## src/hw/rtl/nnba_pkg.sv

```systemverilog
package nnba_pkg;

  // field widths
  localparam int unsigned CoordW  = 12;                 // offsets, sizes, origins
  localparam int unsigned ProdW   = 2 * CoordW;         // offset times source size
  localparam int unsigned SumW    = CoordW + 2;         // origin plus offset, signed
  localparam int unsigned TgtW    = 11;
  localparam int unsigned SmpW    = 10;

  // divider layout: one quotient bit per step, StepsPerSt steps per stage
  localparam int unsigned QuotW      = CoordW;
  localparam int unsigned StepsPerSt = 2;
  localparam int unsigned DivStages  = QuotW / StepsPerSt;

  // configuration register indexes
  localparam int unsigned CfgIdxW = 3;
  typedef enum logic [CfgIdxW-1:0] {
    CFG_DEST_ORIGIN_X   = 3'd0,
    CFG_DEST_ORIGIN_Y   = 3'd1,
    CFG_DEST_WIDTH      = 3'd2,
    CFG_DEST_HEIGHT     = 3'd3,
    CFG_SOURCE_ORIGIN_X = 3'd4,
    CFG_SOURCE_ORIGIN_Y = 3'd5,
    CFG_SOURCE_WIDTH    = 3'd6,
    CFG_SOURCE_HEIGHT   = 3'd7
  } cfg_idx_e;

  // payload moving through the multiply and divide stages
  typedef struct packed {
    logic              live;      // in the rectangle and not rejected
    logic              rejected;
    logic [SumW-1:0]   tx;        // signed target column
    logic [SumW-1:0]   ty;        // signed target row
    logic [CoordW-1:0] rem_x;     // partial remainder
    logic [CoordW-1:0] rem_y;
    logic [CoordW-1:0] low_x;     // dividend bits left, quotient bits shifted in
    logic [CoordW-1:0] low_y;
  } pipe_t;

  // result held in the output register
  typedef struct packed {
    logic            write_enable;
    logic            rejected;
    logic [TgtW-1:0] target_col;
    logic [TgtW-1:0] target_row;
    logic [SmpW-1:0] sample_col;
    logic [SmpW-1:0] sample_row;
  } result_t;

  // one restoring division step: returns next remainder and quotient bit
  function automatic logic [CoordW:0] div_step(logic [CoordW-1:0] rem, logic din,
                                               logic [CoordW-1:0] dvs);
    logic [CoordW:0] t;
    logic [CoordW:0] s;
    t = {rem, din};
    s = t - {1'b0, dvs};
    if (t >= {1'b0, dvs}) begin
      return {s[CoordW-1:0], 1'b1};
    end
    return {t[CoordW-1:0], 1'b0};
  endfunction

endpackage

```

## src/hw/rtl/nearest_neighbor_blit_addresser.sv

```systemverilog
// throughput: one pixel per cycle unless the output stalls; stages are the multiply
//   stage, six divider stages resolving two quotient bits each, then the
//   clip/compare output stage
// every stage has its own valid bit and ready, so bubbles close up under stall
// reset: all stage valids clear, sizes load 1 and origins load 0
// config writes are expected only while the pipeline is empty
module nearest_neighbor_blit_addresser import nnba_pkg::*; #(
  parameter int unsigned SURFACE_WIDTH  = 2048,
  parameter int unsigned SURFACE_HEIGHT = 2048,
  parameter int unsigned BITMAP_WIDTH   = 1024,
  parameter int unsigned BITMAP_HEIGHT  = 1024
) (
  input  logic               clk_i,
  input  logic               rst_ni,
  // configuration write port
  input  logic               cfg_we_i,
  input  logic [CfgIdxW-1:0] cfg_index_i,
  input  logic [CoordW-1:0]  cfg_data_i,
  // pixel offset stream
  input  logic               s_axis_tvalid,
  output logic               s_axis_tready,
  input  logic [23:0]        s_axis_tdata,   // offset_col[11:0], offset_row[23:12]
  // address stream
  output logic               m_axis_tvalid,
  input  logic               m_axis_tready,
  output logic [47:0]        m_axis_tdata,   // target_col[10:0], target_row[21:11],
                                             // sample_col[31:22], sample_row[41:32], zero
  output logic [1:0]         m_axis_tuser    // write_enable[0], rejected[1]
);

  // ---------------------------------------------------------------- config
  logic signed [CoordW-1:0] dox_q, doy_q, sox_q, soy_q;
  logic        [CoordW-1:0] dw_q, dh_q, sw_q, sh_q;

  always_ff @(posedge clk_i or negedge rst_ni) begin
    if (!rst_ni) begin
      dox_q <= '0;
      doy_q <= '0;
      dw_q  <= CoordW'(1);
      dh_q  <= CoordW'(1);
      sox_q <= '0;
      soy_q <= '0;
      sw_q  <= CoordW'(1);
      sh_q  <= CoordW'(1);
    end else if (cfg_we_i) begin
      unique case (cfg_idx_e'(cfg_index_i))
        CFG_DEST_ORIGIN_X:   dox_q <= cfg_data_i;
        CFG_DEST_ORIGIN_Y:   doy_q <= cfg_data_i;
        CFG_DEST_WIDTH:      dw_q  <= cfg_data_i;
        CFG_DEST_HEIGHT:     dh_q  <= cfg_data_i;
        CFG_SOURCE_ORIGIN_X: sox_q <= cfg_data_i;
        CFG_SOURCE_ORIGIN_Y: soy_q <= cfg_data_i;
        CFG_SOURCE_WIDTH:    sw_q  <= cfg_data_i;
        CFG_SOURCE_HEIGHT:   sh_q  <= cfg_data_i;
        default: ;
      endcase
    end
  end

  // ---------------------------------------------------------------- pipeline
  // stage 0 holds the products, stages 1..DivStages the divider steps
  pipe_t                 pipe_q [DivStages+1];
  pipe_t                 pipe_d [DivStages+1];
  logic [DivStages:0]    vld_q;
  logic [DivStages+1:0]  rdy;        // rdy[k] : stage k may load
  logic                  out_vld_q;
  result_t               out_q, out_d;

  assign rdy[DivStages+1] = !out_vld_q || m_axis_tready;
  for (genvar k = 0; k <= DivStages; k++) begin : g_rdy
    assign rdy[k] = !vld_q[k] || rdy[k+1];
  end
  assign s_axis_tready = rdy[0];

  // stage 0: range check, target sums and the two multiplies
  logic [CoordW-1:0] off_col, off_row;
  logic [ProdW-1:0]  prod_x, prod_y;
  logic              rej;

  assign off_col = s_axis_tdata[CoordW-1:0];
  assign off_row = s_axis_tdata[2*CoordW-1:CoordW];
  assign prod_x  = ProdW'(off_col) * ProdW'(sw_q);
  assign prod_y  = ProdW'(off_row) * ProdW'(sh_q);
  assign rej     = (dw_q == '0) || (dh_q == '0) || (sw_q == '0) || (sh_q == '0);

  always_comb begin
    pipe_d[0].live     = !rej && (off_col < dw_q) && (off_row < dh_q);
    pipe_d[0].rejected = rej;
    pipe_d[0].tx       = SumW'(dox_q) + {2'b00, off_col};
    pipe_d[0].ty       = SumW'(doy_q) + {2'b00, off_row};
    // upper half is already below the divisor for any pixel inside the rectangle
    pipe_d[0].rem_x    = prod_x[ProdW-1:CoordW];
    pipe_d[0].rem_y    = prod_y[ProdW-1:CoordW];
    pipe_d[0].low_x    = prod_x[CoordW-1:0];
    pipe_d[0].low_y    = prod_y[CoordW-1:0];
  end

  // divider stages: StepsPerSt restoring steps each, quotient shifts into low
  for (genvar k = 1; k <= DivStages; k++) begin : g_div
    always_comb begin
      logic [CoordW:0] sx;
      logic [CoordW:0] sy;
      pipe_d[k] = pipe_q[k-1];
      for (int unsigned j = 0; j < StepsPerSt; j++) begin
        sx = div_step(pipe_d[k].rem_x, pipe_d[k].low_x[CoordW-1], dw_q);
        sy = div_step(pipe_d[k].rem_y, pipe_d[k].low_y[CoordW-1], dh_q);
        pipe_d[k].rem_x = sx[CoordW:1];
        pipe_d[k].rem_y = sy[CoordW:1];
        pipe_d[k].low_x = {pipe_d[k].low_x[CoordW-2:0], sx[0]};
        pipe_d[k].low_y = {pipe_d[k].low_y[CoordW-2:0], sy[0]};
      end
    end
  end

  always_ff @(posedge clk_i or negedge rst_ni) begin
    if (!rst_ni) begin
      vld_q <= '0;
    end else begin
      if (rdy[0]) begin
        vld_q[0] <= s_axis_tvalid;
      end
      for (int unsigned k = 1; k <= DivStages; k++) begin
        if (rdy[k]) begin
          vld_q[k] <= vld_q[k-1];
        end
      end
    end
  end

  always_ff @(posedge clk_i) begin
    if (rdy[0] && s_axis_tvalid) begin
      pipe_q[0] <= pipe_d[0];
    end
    for (int unsigned k = 1; k <= DivStages; k++) begin
      if (rdy[k] && vld_q[k-1]) begin
        pipe_q[k] <= pipe_d[k];
      end
    end
  end

  // output stage: source sums, clip against both buffers, zero when not writing
  pipe_t           last;
  logic [SumW-1:0] bx, by;
  logic            in_bounds;

  assign last = pipe_q[DivStages];
  assign bx   = SumW'(sox_q) + {2'b00, last.low_x};
  assign by   = SumW'(soy_q) + {2'b00, last.low_y};

  always_comb begin
    in_bounds = last.live
          && !last.tx[SumW-1] && (last.tx < SumW'(SURFACE_WIDTH))
          && !last.ty[SumW-1] && (last.ty < SumW'(SURFACE_HEIGHT))
          && !bx[SumW-1]      && (bx < SumW'(BITMAP_WIDTH))
          && !by[SumW-1]      && (by < SumW'(BITMAP_HEIGHT));
    out_d.write_enable = in_bounds;
    out_d.rejected     = last.rejected;
    out_d.target_col   = in_bounds ? last.tx[TgtW-1:0] : '0;
    out_d.target_row   = in_bounds ? last.ty[TgtW-1:0] : '0;
    out_d.sample_col   = in_bounds ? bx[SmpW-1:0] : '0;
    out_d.sample_row   = in_bounds ? by[SmpW-1:0] : '0;
  end

  always_ff @(posedge clk_i or negedge rst_ni) begin
    if (!rst_ni) begin
      out_vld_q <= 1'b0;
    end else if (rdy[DivStages+1]) begin
      out_vld_q <= vld_q[DivStages];
    end
  end

  always_ff @(posedge clk_i) begin
    if (rdy[DivStages+1] && vld_q[DivStages]) begin
      out_q <= out_d;
    end
  end

  assign m_axis_tvalid = out_vld_q;
  assign m_axis_tuser  = {out_q.rejected, out_q.write_enable};
  assign m_axis_tdata  = {6'b0, out_q.sample_row, out_q.sample_col,
                          out_q.target_row, out_q.target_col};

  // ---------------------------------------------------------------- checks
  a_empty_out_ready: assert property (@(posedge clk_i) disable iff (!rst_ni)
    !out_vld_q |-> s_axis_tready)
    else $error("input stalled while output register is empty");

  a_we_not_rejected: assert property (@(posedge clk_i) disable iff (!rst_ni)
    out_vld_q && out_q.write_enable |-> !out_q.rejected)
    else $error("write enabled on a rejected blit");

  a_zero_when_idle: assert property (@(posedge clk_i) disable iff (!rst_ni)
    out_vld_q && !out_q.write_enable |->
      (out_q.target_col == '0) && (out_q.target_row == '0) &&
      (out_q.sample_col == '0) && (out_q.sample_row == '0))
    else $error("coordinates not cleared on a suppressed pixel");

  a_in_bounds: assert property (@(posedge clk_i) disable iff (!rst_ni)
    out_vld_q && out_q.write_enable |->
      (32'(out_q.target_col) < SURFACE_WIDTH) && (32'(out_q.target_row) < SURFACE_HEIGHT) &&
      (32'(out_q.sample_col) < BITMAP_WIDTH) && (32'(out_q.sample_row) < BITMAP_HEIGHT))
    else $error("written pixel outside its buffer");

endmodule
```

## config.mk

```make
export PLATFORM = sky130hd
export DESIGN_NAME = nearest_neighbor_blit_addresser
export DESIGN_NICKNAME = d
export VERILOG_FILES = /design/src/hw/rtl/nnba_pkg.sv /design/src/hw/rtl/nearest_neighbor_blit_addresser.sv
export SDC_FILE = /design/constraint.sdc
export NUM_CORES = 2
export LEC_CHECK = 0
export BUFFER_PORTS_ARGS = -buffer_cell sky130_fd_sc_hd__buf_2
export CORE_UTILIZATION = 45
export DETAILED_ROUTE_END_ITERATION = 16
export PLACE_DENSITY = 0.57
export SKIP_CTS_REPAIR_TIMING = 1
export SLEW_MARGIN = 20
export SYNTH_ARGS = -nofsm -noshare
export SYNTH_HDL_FRONTEND = slang
export SYNTH_SLANG_ARGS = --single-unit
```

## constraint.sdc

```tcl
create_clock -name clk_i -period 15.54 [get_ports clk_i]
set_input_delay 0.777 -clock clk_i [delete_from_list [all_inputs] [get_ports clk_i]]
set_output_delay 0.777 -clock clk_i [all_outputs]
set_load 0.01 [all_outputs]
```

==> metrics.md <==
| Metric | Value |
|---|---|
| CP arrival | `7.02 ns` |
| Yosys top cell area share | `35.6%` |
| Count of cell types in the netlist | `86` |
| Ys async rst share | `15.5%` |
| Layout Utilization | `49.9%` |
| CTS tree | `built` |
| CP Capture Type | `flip-flop` |
| Final Hold Viols | `0` |
| Cell area after synthesis | `47,700 sq um` |
| Pre-CTS setup slack | `8.93 ns` |
| CTS clk-pin slew, worst paths | `0.07 ns` |
| YS warnings | `0` |
| Site Rows | `119` |
| Slowest stage delay, CP | `0.73 ns` |
| Gr usage total | `20.2%` |
| DR iter-0 viols | `1,720` |
| Synthesis-to-finish area growth | `9.94%` |
| H-tree depth | `3` |
| Critical Path Fanout Max | `17` |
| Largest net degree at the start of global routing | `79` |
| Post-synthesis sequential area ratio | `41.1%` |
| Via Count | `31,291` |
| Avg Vias per Cell | `5.35` |
| Clock Path Buffers | `3` |
| 1st-pass router iterations | `5` |
| Final setup TNS | `0 ns` |
| Outcome | `finished, final reports clean` |
| Port bufs | `89` |
| Slowest-stage cell, CP | `dfrtp_1` |
| Post-route cell area | `52,400 sq um` |
| Fin worst setup slack | `8.89 ns` |
| First-pass GRT wire length | `170,000 um` |
| Setup CP Type | `reg2reg` |
| R2R setup slack | `8.89 ns` |
| Die Wd | `328 um` |
| HP Class | `in2async` |
| Worst-Margin Slew | `1.10 ns` |
| Max Cap Viol | `0` |
| Worst Skew | `0.0221 ns` |
| Root buffer cell | `clkbuf_16` |
| RSZ-0062 raised after global routing | `false` |
| Crit path launch type | `flip-flop` |
| Top delay family on crit path | `compound AO/OA/AOI/OAI gates` |
| Grt total ovfl | `0` |
| EDFF count, synth | `566` |
| DP Area | `49,800 sq um` |
| Ports | `96` |
| Die area | `107,000 sq um` |
| WL per Instance | `18.3 um` |
| Core area | `105,000 sq um` |
| Initial Util | `45.4%` |
| Fillcell total | `9,595` |
| Final Critical Period | `6.65 ns` |
| Worst R2R Start | `dh_q[1]` |
| Final nets | `5,144` |
| Crit path cell chain | `inv_1 > ha_1 > a21o_1 > a21o_1 > a2111oi_4 > o41ai_1 > a41o_1 > nand2_1 > o21ai_0 > inv_1 > ha_1 > nor2b_1 > o21ai_1 > a21boi_1 > o41ai_2 > nor2_1 > a2111oi_1 > o31ai_1 > a221oi_2 > buf_4 > mux2_2` |
| Routed WL | `107,000 um` |
| Worst path buffer plus inverter count | `3` |
| Slew headroom | `26.5%` |
| Hpwl dp | `78,700 um` |
| Period utilization | `42.8%` |
| Antenna violations before repair | `7` |
| Dominant synthesized flop cell | `edfxtp_1` |
| Die H | `328 um` |
| CTS sink cnt | `670` |
| R2R cell count | `21` |
| Fmax | `0.150 GHz` |
| Final setup vio count | `0` |
| Syn avg cell area | `11.2 sq um` |
| Routed Antenna Nets | `0` |
| RD Place Congestion | `0.839` |
| DR DRC count | `0` |
| Vias in the first global route | `31,085` |
| Post-Synthesis Cells | `4,275` |
| Top cells by area, synth | `edfxtp_1 (36%), ha_1 (13%), fa_1 (9.5%), dfrtp_1 (5.2%), mux2_2 (4.9%)` |
| CP required | `15.91 ns` |
| R2r endpoint | `pipe_q[1][30]` |
| Ratio of cells with drive above 1 in the final layout | `11.9%` |
| Yosys top cell by area | `edfxtp_1` |
| Final Max Slew Viols | `0` |
| Num CTS Buffers | `76` |
| Yosys reg bits | `670` |
| Clk Latency, worst-skew pair | `0.63 ns` |
## metrics by stage
stage / instances / hold slack [ns]
after floorplan: 4280 / 0.400
after global placement: 5698 / 0.401
after detailed placement: 5699 / 0.405
after CTS: 5840 / 0.208
after global routing: 5842 / 0.237
final: 5844 / 0.198
## worst max path at each step
| stage | start | to | slack, ns | depth (start not counted) |
|---|---|---|---|---|
| after floorplan | s_axis_tdata[17] | pipe_q[0][35] | 9.40 | 19 |
| after global placement | dh_q[1] | pipe_q[1][26] | 8.80 | 20 |
| after detailed placement | dh_q[1] | pipe_q[1][28] | 8.93 | 21 |
| after CTS | dh_q[1] | pipe_q[1][27] | 8.90 | 21 |
| after global routing | dh_q[1] | pipe_q[1][27] | 8.36 | 21 |
| final | dh_q[1] | pipe_q[1][30] | 8.89 | 21 |
## cells in the mapped netlist, drive strengths merged, types with 7 or more instances
master,instances
a31o,9
nand2b,43
or2,12
nand2,342
and4,12
ha,486
o211ai,7
nor3b,13
nand3,48
and2,154
o21a,55
o31a,17
inv,439
buf,28
xor2,58
a31oi,19
fa,226
xnor2,193
edfxtp,566
nor4,22
o21ai,195
o41ai,14
a21boi,14
clkbuf,72
nor3,73
dfrtp,100
nor2b,73
or3,17
mux2,223
o31ai,22
nand4,42
a21oi,207
o21bai,25
a221o,13
nor2,208
and3,16
a211oi,16
o22ai,9
a21o,86
mux2i,26
## cell type report
type | instances | area (sq um) | area share (%)
flip-flops and latches | 670 | 19600 | 37.4
inverters | 439 | 1650 | 3.14
clock buffers | 106 | 2200 | 4.20
clock inverters | 35 | 352 | 0.671
diodes | 2 | 5.00 | 0.00955
multi-input cells | 3071 | 26100 | 49.8
well taps | 1391 | 1740 | 3.32
repair buffers | 130 | 788 | 1.50
## placed cells by master, fill, tap and decap left out, types with 22 or more instances in the layout
cell type,netlist,routed
nor3_1,72,70
a21oi_1,205,205
mux2_2,208,208
clkbuf_16,0,81
dfrtp_1,100,100
o21a_1,55,55
nand2_1,342,342
a21o_1,86,86
ha_1,486,486
buf_4,7,40
nand4_1,42,42
nand2b_1,43,43
nand3_1,48,48
xor2_1,58,58
o21bai_1,25,25
and2_1,154,149
mux2i_1,26,26
edfxtp_1,566,566
nor2_1,208,208
buf_2,11,88
fa_1,226,226
nor4_1,22,22
nor2b_1,73,71
xnor2_1,193,193
inv_1,439,439
o21ai_0,188,187
## routing by layer
layer	up-vias	global-route usage (%)	routed length [um]
li1	15386	-	-
met1	15201	28.6	51500
met2	574	32.4	48200
met3	130	2.92	4660
met4	0	4.96	2230
met5	-	0	0
## cell families after synthesis
logic type,after synthesis,synth area share [%]
simple gates,1086,11.2
flops,670,41.1
buf+inv,539,4.37
xor+xnor,251,4.61
fa+ha+maj,712,22.2
compound gates,767,10.5
other cells,1,0.00786
mux,249,5.93
## flip-flops by register name, summed over array words and instances, names as in the netlist
| register | flops |
|---|---|
| pipe_q | 522 |
| m_axis_tdata | 42 |
| dh_q | 12 |
| dox_q | 12 |
| doy_q | 12 |
| dw_q | 12 |
| sh_q | 12 |
| sox_q | 12 |
| soy_q | 12 |
| sw_q | 12 |
| vld_q | 7 |
| m_axis_tuser | 2 |
| m_axis_tvalid | 1 |
Power is not shown: default switching activity piles up to over one toggle a cycle in this logic, so the estimate is an artifact.
